$ cat src/rtl/mcfe_pkg.sv
// Shared types, command codes, opcodes and the CRC step for the motor command frame encoder.
// No dependencies; the encoder top level imports it.
`default_nettype none

package mcfe_pkg;

  // Frame layout.
  localparam int unsigned FRAME_PAYLOAD_BYTES = 6;
  localparam int unsigned FRAME_BYTES         = 8;
  localparam int unsigned IDX_W               = $clog2(FRAME_BYTES);

  // CRC-16/Modbus.
  localparam logic [15:0] CRC_INIT = 16'hFFFF;
  localparam logic [15:0] CRC_POLY = 16'hA001;

  // Argument limits.
  localparam logic [31:0] MAX_SPEED_LIMIT = 32'd3000;
  localparam logic [31:0] ADDR_SET_LIMIT  = 32'd255;
  localparam logic [31:0] BRAKE_LIMIT     = 32'd10;
  localparam logic [31:0] CURVE_LIMIT     = 32'd1;
  localparam logic [7:0]  MOVE_ADDR_LIMIT = 8'd4;

  // Joint clamp limits in 1/256 degree.
  localparam logic signed [31:0] HIP_MAX_Q8  = 32'sd25600;
  localparam logic signed [31:0] HIP_MIN_Q8  = -32'sd7680;
  localparam logic signed [31:0] KNEE_MAX_Q8 = 32'sd24320;
  localparam logic signed [31:0] KNEE_MIN_Q8 = 32'sd0;

  // Joint addresses.
  localparam logic [7:0] ADDR_HIP_A  = 8'd1;
  localparam logic [7:0] ADDR_KNEE_A = 8'd2;
  localparam logic [7:0] ADDR_HIP_B  = 8'd3;
  localparam logic [7:0] ADDR_KNEE_B = 8'd4;

  // Command codes.
  typedef enum logic [4:0] {
    CMD_ENABLE      = 5'd0,
    CMD_DISABLE     = 5'd1,
    CMD_MAX_SPEED   = 5'd2,
    CMD_MOVE_ABS    = 5'd3,
    CMD_MOVE_REL    = 5'd4,
    CMD_STOP        = 5'd5,
    CMD_REAL_POS    = 5'd6,
    CMD_SET_POS     = 5'd7,
    CMD_ECHO        = 5'd8,
    CMD_MODE        = 5'd9,
    CMD_ADDR_SET    = 5'd10,
    CMD_ACCEL       = 5'd11,
    CMD_ENC_RESET   = 5'd12,
    CMD_CURRENT     = 5'd13,
    CMD_GET_SPEED   = 5'd14,
    CMD_SPEED       = 5'd15,
    CMD_CLEAR_ALERT = 5'd16,
    CMD_BRAKE       = 5'd17,
    CMD_BRAKE_QUIT  = 5'd18,
    CMD_ALERT_GET   = 5'd19,
    CMD_MOVE_STATE  = 5'd20,
    CMD_STOP_ACCEL  = 5'd21,
    CMD_CURVE       = 5'd22
  } cmd_e;

  // Drive opcodes.
  localparam logic [7:0] OP_ENABLE      = 8'h15;
  localparam logic [7:0] OP_DISABLE     = 8'h16;
  localparam logic [7:0] OP_MAX_SPEED   = 8'h2A;
  localparam logic [7:0] OP_MOVE_ABS    = 8'h28;
  localparam logic [7:0] OP_MOVE_REL    = 8'h29;
  localparam logic [7:0] OP_STOP        = 8'h3C;
  localparam logic [7:0] OP_REAL_POS    = 8'h05;
  localparam logic [7:0] OP_SET_POS     = 8'h04;
  localparam logic [7:0] OP_ECHO        = 8'h0E;
  localparam logic [7:0] OP_PARAM       = 8'h96;
  localparam logic [7:0] OP_ENC_RESET   = 8'h50;
  localparam logic [7:0] OP_CURRENT     = 8'h70;
  localparam logic [7:0] OP_GET_SPEED   = 8'h3F;
  localparam logic [7:0] OP_SPEED       = 8'h6F;
  localparam logic [7:0] OP_CLEAR_ALERT = 8'h17;
  localparam logic [7:0] OP_BRAKE       = 8'h80;
  localparam logic [7:0] OP_BRAKE_QUIT  = 8'h81;
  localparam logic [7:0] OP_ALERT_GET   = 8'h95;
  localparam logic [7:0] OP_MOVE_STATE  = 8'h64;
  localparam logic [7:0] OP_STOP_ACCEL  = 8'h96;
  localparam logic [7:0] OP_CURVE       = 8'h83;

  // Parameter register numbers carried in the payload of the 0x96 opcode, and the alert register read by 0x95.
  localparam logic [7:0] PARAM_MODE       = 8'h25;
  localparam logic [7:0] PARAM_ADDR       = 8'h0B;
  localparam logic [7:0] PARAM_ACCEL      = 8'h53;
  localparam logic [7:0] PARAM_STOP_ACCEL = 8'h58;
  localparam logic [7:0] ALERT_REG        = 8'hC8;

  // One byte of CRC-16/Modbus, bit-serial over the eight bits of the byte.
  function automatic logic [15:0] crc_byte(input logic [15:0] c_in, input logic [7:0] b);
    logic [15:0] c;
    c = c_in ^ {8'h00, b};
    for (int k = 0; k < 8; k++) begin
      if (c[0]) begin
        c = (c >> 1) ^ CRC_POLY;
      end else begin
        c = c >> 1;
      end
    end
    return c;
  endfunction

endpackage

`default_nettype wire

$ cat src/rtl/motor_command_frame_encoder.sv
// Motor command frame encoder top level: request decode, move scaling and frame serializer.
// Depends on mcfe_pkg for command codes, opcodes, limits and the CRC step.
`default_nettype none

// Turns one command request into an 8-byte drive frame, sent as eight output
// words of one byte each: drive address, opcode, four payload bytes and the
// CRC-16/Modbus of those six bytes, low byte first, with last on the eighth.
// A request that fails its range check gives one word with accepted low, last
// high and a zero byte. The block takes one request at a time and takes its next
// request once the last word of its frame or reject is loaded. A move or speed
// command first passes the multiply stage (the 32x17 multiplier for a move
// position, a shift by 8 for a speed value) and then the shift, negate and
// saturate stage before the bytes go out. One CRC byte step runs as each of the
// six bytes ahead of the CRC is loaded into the output register, so a stalled
// output slows the frame by the stall. Configuration writes are taken in every
// cycle.
module motor_command_frame_encoder
  import mcfe_pkg::*;
(
  input  wire logic        clk_i,
  input  wire logic        rst_ni,
  // Configuration write channel: counts per degree.
  input  wire logic        cfg_valid_i,
  output logic             cfg_ready_o,
  input  wire logic [15:0] cfg_data_i,
  // Request channel.
  input  wire logic        in_valid_i,
  output logic             in_ready_o,
  input  wire logic [4:0]  cmd_i,
  input  wire logic [7:0]  motor_address_i,
  input  wire logic [31:0] value_i,
  input  wire logic [31:0] angle_i,
  input  wire logic        dir_i,
  // Frame byte channel.
  output logic             out_valid_o,
  input  wire logic        out_ready_i,
  output logic [7:0]       frame_byte_o,
  output logic             last_o,
  output logic             accepted_o
);

  // Sequencer states.
  localparam logic [2:0] S_IDLE  = 3'd0;
  localparam logic [2:0] S_MUL   = 3'd1;
  localparam logic [2:0] S_SCALE = 3'd2;
  localparam logic [2:0] S_SEND  = 3'd3;
  localparam logic [2:0] S_REJ   = 3'd4;

  logic [2:0]        state_q, state_d;
  logic [IDX_W-1:0]  idx_q;
  logic [15:0]       crc_q;
  logic [15:0]       cpd_q;
  logic [7:0]        payload_q [FRAME_PAYLOAD_BYTES];
  logic signed [31:0] operand_q;
  logic              is_speed_q;
  logic              neg_q;
  logic signed [48:0] prod_q;

  logic              out_valid_q;
  logic [7:0]        frame_byte_q;
  logic              last_q;
  logic              accepted_q;

  logic              in_fire;
  logic              out_load;

  // Decode outputs for the request being accepted.
  logic              ok_w;
  logic              scaled_w;
  logic              speed_w;
  logic [7:0]        op_w;
  logic [7:0]        p2_w, p3_w, p4_w, p5_w;
  logic signed [31:0] ang_w;

  // Scaling stage outputs.
  logic signed [40:0] shift_w;
  logic signed [41:0] signed_w;
  logic [31:0]        pos_w;

  // Byte being loaded into the output register.
  logic [7:0]        send_byte_w;

  assign cfg_ready_o = 1'b1;
  assign in_ready_o  = (state_q == S_IDLE);
  assign in_fire     = in_valid_i && in_ready_o;
  assign out_load    = !out_valid_q || out_ready_i;

  assign out_valid_o  = out_valid_q;
  assign frame_byte_o = frame_byte_q;
  assign last_o       = last_q;
  assign accepted_o   = accepted_q;

  // Request decode: range checks, opcode, fixed payload bytes and joint clamp.
  always_comb begin
    ok_w     = 1'b1;
    scaled_w = 1'b0;
    speed_w  = 1'b0;
    op_w     = 8'h00;
    p2_w     = 8'h00;
    p3_w     = 8'h00;
    p4_w     = 8'h00;
    p5_w     = 8'h00;
    ang_w    = $signed(angle_i);
    unique case (cmd_i)
      CMD_ENABLE:      op_w = OP_ENABLE;
      CMD_DISABLE:     op_w = OP_DISABLE;
      CMD_MAX_SPEED: begin
        ok_w = !value_i[31] && (value_i <= MAX_SPEED_LIMIT);
        op_w = OP_MAX_SPEED;
        p2_w = value_i[15:8];
        p3_w = value_i[7:0];
      end
      CMD_MOVE_ABS, CMD_MOVE_REL: begin
        ok_w     = (motor_address_i <= MOVE_ADDR_LIMIT);
        scaled_w = 1'b1;
        op_w     = (cmd_i == CMD_MOVE_ABS) ? OP_MOVE_ABS : OP_MOVE_REL;
        if (cmd_i == CMD_MOVE_ABS &&
            (motor_address_i == ADDR_HIP_A || motor_address_i == ADDR_HIP_B)) begin
          if (ang_w > HIP_MAX_Q8) begin
            ang_w = HIP_MAX_Q8;
          end else if (ang_w < HIP_MIN_Q8) begin
            ang_w = HIP_MIN_Q8;
          end
        end
        if (cmd_i == CMD_MOVE_ABS &&
            (motor_address_i == ADDR_KNEE_A || motor_address_i == ADDR_KNEE_B)) begin
          if (ang_w < KNEE_MIN_Q8) begin
            ang_w = KNEE_MIN_Q8;
          end else if (ang_w > KNEE_MAX_Q8) begin
            ang_w = KNEE_MAX_Q8;
          end
        end
      end
      CMD_STOP:        op_w = OP_STOP;
      CMD_REAL_POS:    op_w = OP_REAL_POS;
      CMD_SET_POS:     op_w = OP_SET_POS;
      CMD_ECHO:        op_w = OP_ECHO;
      CMD_MODE: begin
        op_w = OP_PARAM;
        p3_w = PARAM_MODE;
        p5_w = value_i[7:0];
      end
      CMD_ADDR_SET: begin
        ok_w = !value_i[31] && (value_i <= ADDR_SET_LIMIT);
        op_w = OP_PARAM;
        p3_w = PARAM_ADDR;
        p5_w = value_i[7:0];
      end
      CMD_ACCEL: begin
        op_w = OP_PARAM;
        p3_w = PARAM_ACCEL;
        p4_w = value_i[15:8];
        p5_w = value_i[7:0];
      end
      CMD_ENC_RESET:   op_w = OP_ENC_RESET;
      CMD_CURRENT: begin
        op_w = OP_CURRENT;
        p2_w = value_i[15:8];
        p3_w = value_i[7:0];
      end
      CMD_GET_SPEED:   op_w = OP_GET_SPEED;
      CMD_SPEED: begin
        scaled_w = 1'b1;
        speed_w  = 1'b1;
        op_w     = OP_SPEED;
      end
      CMD_CLEAR_ALERT: op_w = OP_CLEAR_ALERT;
      CMD_BRAKE: begin
        ok_w = !value_i[31] && (value_i <= BRAKE_LIMIT);
        op_w = OP_BRAKE;
        p2_w = value_i[15:8];
        p3_w = value_i[7:0];
      end
      CMD_BRAKE_QUIT:  op_w = OP_BRAKE_QUIT;
      CMD_ALERT_GET: begin
        op_w = OP_ALERT_GET;
        p3_w = ALERT_REG;
      end
      CMD_MOVE_STATE:  op_w = OP_MOVE_STATE;
      CMD_STOP_ACCEL: begin
        op_w = OP_STOP_ACCEL;
        p3_w = PARAM_STOP_ACCEL;
        p4_w = value_i[15:8];
        p5_w = value_i[7:0];
      end
      CMD_CURVE: begin
        ok_w = !value_i[31] && (value_i <= CURVE_LIMIT);
        op_w = OP_CURVE;
        p3_w = value_i[7:0];
      end
      default:         ok_w = 1'b0;
    endcase
  end

  // Floor by 256 is an arithmetic shift; then negate and saturate to 32 bits.
  assign shift_w  = prod_q[48:8];
  assign signed_w = neg_q ? -{shift_w[40], shift_w} : {shift_w[40], shift_w};
  always_comb begin
    if (signed_w[41:31] != {11{signed_w[41]}}) begin
      pos_w = signed_w[41] ? 32'h8000_0000 : 32'h7FFF_FFFF;
    end else begin
      pos_w = signed_w[31:0];
    end
  end

  // Frame byte selection: six stored bytes, then CRC low and high.
  always_comb begin
    if (idx_q < IDX_W'(FRAME_PAYLOAD_BYTES)) begin
      send_byte_w = payload_q[idx_q];
    end else if (idx_q == IDX_W'(FRAME_PAYLOAD_BYTES)) begin
      send_byte_w = crc_q[7:0];
    end else begin
      send_byte_w = crc_q[15:8];
    end
  end

  // Sequencer next state.
  always_comb begin
    state_d = state_q;
    unique case (state_q)
      S_IDLE: begin
        if (in_fire) begin
          if (!ok_w) begin
            state_d = S_REJ;
          end else if (scaled_w) begin
            state_d = S_MUL;
          end else begin
            state_d = S_SEND;
          end
        end
      end
      S_MUL:   state_d = S_SCALE;
      S_SCALE: state_d = S_SEND;
      S_SEND: begin
        if (out_load && idx_q == IDX_W'(FRAME_BYTES - 1)) begin
          state_d = S_IDLE;
        end
      end
      S_REJ: begin
        if (out_load) begin
          state_d = S_IDLE;
        end
      end
      default: state_d = S_IDLE;
    endcase
  end

  // Control registers.
  always_ff @(posedge clk_i or negedge rst_ni) begin
    if (!rst_ni) begin
      state_q     <= S_IDLE;
      idx_q       <= '0;
      crc_q       <= CRC_INIT;
      cpd_q       <= 16'd1;
      out_valid_q <= 1'b0;
    end else begin
      state_q <= state_d;
      if (cfg_valid_i && cfg_ready_o) begin
        cpd_q <= cfg_data_i;
      end
      if (in_fire && ok_w) begin
        idx_q <= '0;
        crc_q <= CRC_INIT;
      end else if (state_q == S_SEND && out_load) begin
        idx_q <= idx_q + 1'b1;
        if (idx_q < IDX_W'(FRAME_PAYLOAD_BYTES)) begin
          crc_q <= crc_byte(crc_q, send_byte_w);
        end
      end
      if ((state_q == S_SEND || state_q == S_REJ) && out_load) begin
        out_valid_q <= 1'b1;
      end else if (out_ready_i) begin
        out_valid_q <= 1'b0;
      end
    end
  end

  // Payload, operand and multiplier registers.
  always_ff @(posedge clk_i) begin
    if (in_fire && ok_w) begin
      payload_q[0] <= motor_address_i;
      payload_q[1] <= op_w;
      payload_q[2] <= p2_w;
      payload_q[3] <= p3_w;
      payload_q[4] <= p4_w;
      payload_q[5] <= p5_w;
      operand_q    <= speed_w ? $signed(value_i) : ang_w;
      is_speed_q   <= speed_w;
      neg_q        <= !dir_i;
    end
    if (state_q == S_MUL) begin
      if (is_speed_q) begin
        prod_q <= {{9{operand_q[31]}}, operand_q, 8'h00};
      end else begin
        prod_q <= operand_q * $signed({1'b0, cpd_q});
      end
    end
    if (state_q == S_SCALE) begin
      payload_q[2] <= pos_w[31:24];
      payload_q[3] <= pos_w[23:16];
      payload_q[4] <= pos_w[15:8];
      payload_q[5] <= pos_w[7:0];
    end
  end

  // Output word register.
  always_ff @(posedge clk_i) begin
    if (state_q == S_SEND && out_load) begin
      frame_byte_q <= send_byte_w;
      last_q       <= (idx_q == IDX_W'(FRAME_BYTES - 1));
      accepted_q   <= 1'b1;
    end else if (state_q == S_REJ && out_load) begin
      frame_byte_q <= 8'h00;
      last_q       <= 1'b1;
      accepted_q   <= 1'b0;
    end
  end

  // A reject word is always a lone, zero, last word.
  assert property (@(posedge clk_i) disable iff (!rst_ni)
    out_valid_o && !accepted_o |-> last_o && frame_byte_o == 8'h00)
    else $error("reject word is not a zero last word");

  // No request is taken while a frame or reject is in flight.
  assert property (@(posedge clk_i) disable iff (!rst_ni)
    in_fire |=> !in_ready_o)
    else $error("request taken while busy");

  // Loading the final frame byte returns the sequencer to idle.
  assert property (@(posedge clk_i) disable iff (!rst_ni)
    state_q == S_SEND && out_load && idx_q == IDX_W'(FRAME_BYTES - 1) |=>
      state_q == S_IDLE && last_o && accepted_o)
    else $error("frame did not close after its last byte");

  // The seventh byte carries the CRC low byte over the six frame bytes.
  assert property (@(posedge clk_i) disable iff (!rst_ni)
    state_q == S_SEND && out_load && idx_q == IDX_W'(FRAME_PAYLOAD_BYTES) |=>
      frame_byte_o == $past(crc_q[7:0]) && !last_o)
    else $error("CRC low byte mismatch");

endmodule

`default_nettype wire
$ cat config.mk
export PLATFORM = sky130hd
export DESIGN_NAME = motor_command_frame_encoder
export DESIGN_NICKNAME = d
export VERILOG_FILES = /design/src/rtl/mcfe_pkg.sv /design/src/rtl/motor_command_frame_encoder.sv
export SDC_FILE = /design/constraint.sdc
export NUM_CORES = 2
export LEC_CHECK = 0
export BUFFER_PORTS_ARGS = -buffer_cell sky130_fd_sc_hd__buf_2
export CAP_MARGIN = 20
export CORE_MARGIN = 2
export CORE_UTILIZATION = 33
export DETAILED_ROUTE_END_ITERATION = 7
export PLACE_DENSITY_LB_ADDON = 0.08
export SYNTH_ARGS = -nofsm -noshare
export SYNTH_HDL_FRONTEND = slang
export SYNTH_SLANG_ARGS = --single-unit
$ cat constraint.sdc
create_clock -name clk_i -period 9.2 [get_ports clk_i]
set_clock_uncertainty 0.05 [all_clocks]
set_input_delay 2.76 -clock clk_i [delete_from_list [all_inputs] [get_ports clk_i]]
set_output_delay 2.76 -clock clk_i [all_outputs]
set_load 0.1 [all_outputs]
Word-level counts from Yosys, hierarchy flattened
Memories as Yosys holds them, arrays and structs flattened.
Index checks and enable logic that the tools add are counted.
{"block": "op_classes", "bitwise_logic": 13, "n_addsub": 2, "eq_ne": 36, "magnitude_cmp": 10, "mul": 1, "muxes": 78, "n_reduce_logical": 34}
{"op": "$mux 16", "count": 32}
{"op": "$mux 32", "count": 11}
{"op": "$pmux 8 s19", "count": 1}
{"op": "$mux 8", "count": 11}
{"op": "$gt 32x16->1 const B", "count": 2}
{"op": "$mul 32x17->49", "count": 1}
{"op": "$mux 49", "count": 1}
{"op": "$pmux 8 s6", "count": 1}
{"op": "$mux 42", "count": 1}
{"op": "$neg 42->42", "count": 1}
{"op": "$eq 5x4->1 const B", "count": 8}
{"op": "$eq 5x5->1 const B", "count": 7}
{"op": "$le 32x1->1 const B", "count": 1}
{"op": "$le 32x12->1 const B", "count": 1}
{"op": "$le 32x4->1 const B", "count": 1}
{"op": "$le 32x8->1 const B", "count": 1}
{"op": "$lt 32x1->1 const B", "count": 1}
{"op": "$lt 32x14->1 const B", "count": 1}
{"op": "$not 2->3", "count": 8}
{"op": "$eq 5x3->1 const B", "count": 4}
{"op": "$mux 3", "count": 6}
{"op": "$reduce_or 17->1", "count": 1}
{"op": "$eq 8x2->1 const B", "count": 2}
{"op": "$xor 16x8->16", "count": 1}
{"op": "other kinds (29)", "count": 69}
{"block": "totals", "elab_cells": 187, "ram_bits": 48, "inputBits": 99, "mem_count": 1, "reg_bits": 124, "output_inout_bits": 13}
{"name": "payload_q", "words": 6, "width": 8, "read_ports": 1, "rd_ports_with_merged_regs": 0, "wr": 6, "line_no": "motor_command_frame_encoder.sv:53", "rtl": "logic [7:0] payload_q [FRAME_PAYLOAD_BYTES];"}

Longest topological paths before layout
{"block": "logic_depth", "word_depth": 44, "depth_mapped": 24, "mapped_depth_nobuf": 23}

Worst setup path after synthesis
OpenSTA, ideal clock, no wires.
{"block": "synth_path", "path_type": "register to register", "from": "register operand_q[31]", "to": "register prod_q[46] (data pin)", "arrival_time_ps": 6772, "required_time_ps": 8885, "setup_slack_ps": 2112, "setup_time_ps": 265, "path_stages_with_launch": 22, "period_less_slack_ps": 7088, "n_path_buf": 1, "path_cell_list": "edfxtp_1 clkbuf_1 nand2_1 fa_1 inv_1 fa_1 fa_1 fa_1 fa_1 inv_1 fa_1 inv_1 ha_1 a21o_1 a21o_1 a21oi_1 o21ai_0 a21oi_1 or3b_2 o21ai_0 nor4b_1 or3_1"}
{"block": "synth_between", "elab_chain_cells": 2}
{"item": "start, declared", "line_no": "motor_command_frame_encoder.sv:54", "rtl": "logic signed [31:0] operand_q;"}
{"item": "start signal, assigned", "line_no": "motor_command_frame_encoder.sv:287", "rtl": "operand_q <= speed_w ? $signed(value_i) : ang_w;"}
{"item": "$mul 32x17->49", "line_no": "motor_command_frame_encoder.sv:295", "rtl": "prod_q <= operand_q * $signed({1'b0, cpd_q});"}
{"item": "$mux 49 (*)", "line_no": "motor_command_frame_encoder.sv:292", "rtl": "if (is_speed_q) begin"}
{"item": "end signal, assigned", "line_no": "motor_command_frame_encoder.sv:293", "rtl": "prod_q <= {{9{operand_q[31]}}, operand_q, 8'h00};"}
{"item": "end signal, assigned", "line_no": "motor_command_frame_encoder.sv:295"}
{"item": "end, declared", "line_no": "motor_command_frame_encoder.sv:57", "rtl": "logic signed [48:0] prod_q;"}
Every way passes the cells marked *; elsewhere a longest branch is shown, timed or not.
A chain may end at the register's enable or synchronous reset.

Final worst setup path
{"block": "layout_path", "from": "register cpd_q[7]", "to": "register prod_q[43] (data pin)"}
{"block": "layout_between", "elab_chain_cells": 2}
{"item": "start, declared", "line_no": "motor_command_frame_encoder.sv:52", "rtl": "logic [15:0] cpd_q;"}
{"item": "start signal, assigned", "line_no": "motor_command_frame_encoder.sv:259", "rtl": "cpd_q <= cfg_data_i;"}
{"item": "$mul 32x17->49", "line_no": "motor_command_frame_encoder.sv:295"}
{"item": "$mux 49", "line_no": "motor_command_frame_encoder.sv:292"}
Every way passes these cells.

==> impl_metrics.json <==
{
  "nets": 3771,
  "finalCritPeriodShare": 0.861,
  "relSlewSlack": 0.252,
  "cts_buffers": 17,
  "min_from": "crc_q[9]",
  "antenna_left": 0,
  "r2r_cells": 23,
  "synth_commonest_cells": "inv_1 (615), fa_1 (487), nand2_1 (402)",
  "synth_warnings": 0,
  "path_max_fanout": 25,
  "ctsResizeCount": 0,
  "synth.avg_cell_area_sq_um": 9.32,
  "wirelength_microns": 91200,
  "yosys.area.top_type": "fa_1",
  "synth_area_sq_mm": 0.0282,
  "path_clk_slew_ps": 80,
  "hold_end": "crc_q[1]",
  "finalCriticalPeriod_ps": 7920,
  "die_y_microns": 297,
  "antenna_found_initial": 4,
  "initial_utilization": 0.332,
  "setup_violations": 0,
  "grt_pass1_wl_microns": 143000,
  "synth_top_flop_cell": "edfxtp_1",
  "syn_to_final_growth_pct": 8.24,
  "synth_edf_count": 132,
  "nFillCells": 8717,
  "gp_congestion": 0.892,
  "r2r_slack_ps": 1280,
  "cts_htree_levels": 4,
  "coreArea_sq_mm": 0.0850,
  "crit_path_start": "cpd_q[7]",
  "root_buffer": "clkbuf_16",
  "drc_errors": 0,
  "reg2reg_to": "prod_q[43]",
  "grt_max_degree": 68,
  "required_ps": 9360,
  "synthDistinctLibCells": 98,
  "dieArea_sq_mm": 0.0880,
  "setup_tns_ps": 0,
  "yosys.cell_count.top_type": "inv_1",
  "synthCells": 3031,
  "clock_latency_ps": 480,
  "outcome": "completed",
  "syn_nets": 3737,
  "yosysSeqAreaShare": 0.176,
  "wl_per_cell_microns": 21.6,
  "async_reset_ff_frac": 0.227,
  "r2r-start": "cpd_q[7]",
  "cts_setup_buffers": 0,
  "io_pins": 112,
  "cts.sink_count": 172,
  "finalHoldViolations": 0,
  "worstSetupPathType": "reg -> reg",
  "crit_arrival_ps": 8080,
  "grt_pass1_vias": 22959,
  "clock.fmax_ghz": 0.126,
  "grt.total_usage": 0.216,
  "viasPerCell": 5.06,
  "die_w_microns": 297,
  "hold_depth": 2,
  "drv_slew": 0,
  "drive_gt1_frac": 0.0975,
  "tightest_slew_ps": 1120,
  "critPathCaptureType": "flip-flop",
  "dr.pass1.iters": 7,
  "dr_total_vias": 21373,
  "drtIter0Drc": 1397,
  "cts_tree": "done",
  "gr-total-overflow": 0,
  "port_buffers": 110,
  "hold_buffers": 0,
  "cp-start-kind": "flip-flop",
  "dp_hpwl_microns": 73100,
  "std_cell_rows": 107,
  "cts.path.max_buffers": 2,
  "synth-seq-cells": 172,
  "synth_area_leaders": "fa_1 (35%), edfxtp_1 (14%), inv_1 (8.2%), nand2_1 (5.3%), and2_1 (5.3%)",
  "rsz0062_at_grt": "false",
  "max_cap_viol_count": 0,
  "hp-class": "reg -> reg",
  "synth_top_area_share": 0.345
}
==> cell usage in the layout, fill, tap and decap left out, types with 16 or more instances in the layout <==
master	n
o221ai_1	16
o22ai_1	16
o21ai_0	121
nand2b_1	17
nor2b_1	16
nor4_1	24
and2_1	241
clkbuf_16	17
a21o_1	22
and3_1	17
nand4_1	16
dfstp_2	17
buf_4	53
xor2_1	51
inv_1	615
nor3_1	30
edfxtp_1	132
nor2_1	81
ha_1	120
dfrtp_1	21
a31oi_1	18
mux2i_1	19
a21oi_1	85
buf_2	110
fa_1	487
mux2_2	20
xnor2_1	54
nand2_1	402
==> state kept, by name, summed over array words and instances (netlist names) <==
signal        count
prod_q           41
is_speed_q        1
operand_q        32
cpd_q            16
accepted_o        1
out_valid_o       1
state_q           3
last_o            1
frame_byte_o      8
payload_q        48
neg_q             1
idx_q             3
crc_q            16
==> area by class of cell <==
type / instances / area (sq um) / share of cell area
multi-input combinational: 2093 / 20300 / 0.662
clock buffer: 19 / 453 / 0.0148
tap: 1144 / 1430 / 0.0468
antenna: 4 / 10.0 / 0.000327
inverter: 616 / 2310 / 0.0756
timing repair buffer: 165 / 988 / 0.0323
sequential: 172 / 4980 / 0.163
clock inverter: 13 / 144 / 0.00471
==> per-stage QoR <==
stage / std cells / util / hold WS, ps / setup slack (ps) / area [sq um]
2_1_floorplan: 3031 / - / 390 / 2110 / 28200
3_3_place_gp: 4188 / 0.352 / 397 / 1370 / 30000
3_5_place_dp: 4189 / 0.352 / 397 / 1350 / 30000
4_1_cts: 4221 / 0.359 / 410 / 1300 / 30600
5_1_grt: 4222 / 0.360 / 438 / 867 / 30600
6_report: 4226 / 0.360 / 410 / 1280 / 30600
==> critical path, cell delays in order (launching register included) <==
cell,delay (ps)
dfrtp_1,810
buf_4,360
and2_1,150
fa_1,530
inv_1,50
fa_1,490
fa_1,510
inv_1,50
fa_1,460
fa_1,560
inv_1,60
fa_1,530
inv_1,50
ha_1,370
a21oi_1,140
o21ai_0,230
a31oi_1,120
o21ai_0,360
a221oi_1,190
a2111oi_0,530
buf_4,220
o221ai_1,230
nor4bb_1,210
or3_1,360
==> metal layers <==
| layer | up-vias | global-route usage | part of all wire |
|---|---|---|---|
| li1 | 9643 | - | - |
| met1 | 11075 | 0.317 | 0.48 |
| met2 | 605 | 0.348 | 0.46 |
| met3 | 50 | 0.0258 | 0.050 |
| met4 | 0 | 0.0347 | 0.011 |
| met5 | - | 0 | 0 |
==> worst max-delay path by stage <==
stage | endpoint | slack (ps) | cells past startpoint
final | prod_q[43] | 1280 | 23
after global routing | prod_q[46] | 870 | 20
after CTS | prod_q[46] | 1300 | 21
after detailed placement | prod_q[46] | 1350 | 21
after global placement | prod_q[46] | 1370 | 21
after floorplan | prod_q[46] | 2110 | 21
==> cells by family (layout without fill, tap and decap cells) <==
logic type | count (synthesis) | in the layout | share of synthesized area
other | 1 | 5 | 0.000133
and+or+nand+nor | 922 | 922 | 0.165
DFF | 172 | 172 | 0.176
adders and majority gates | 607 | 607 | 0.398
muxes | 50 | 50 | 0.0225
buffers and inverters | 766 | 813 | 0.107
AOI/OAI and AO/OA | 407 | 407 | 0.0976
xor gates and xnor gates | 106 | 106 | 0.0334
Power is not shown: default switching activity piles up to over one toggle a cycle in this logic, so the estimate is an artifact.
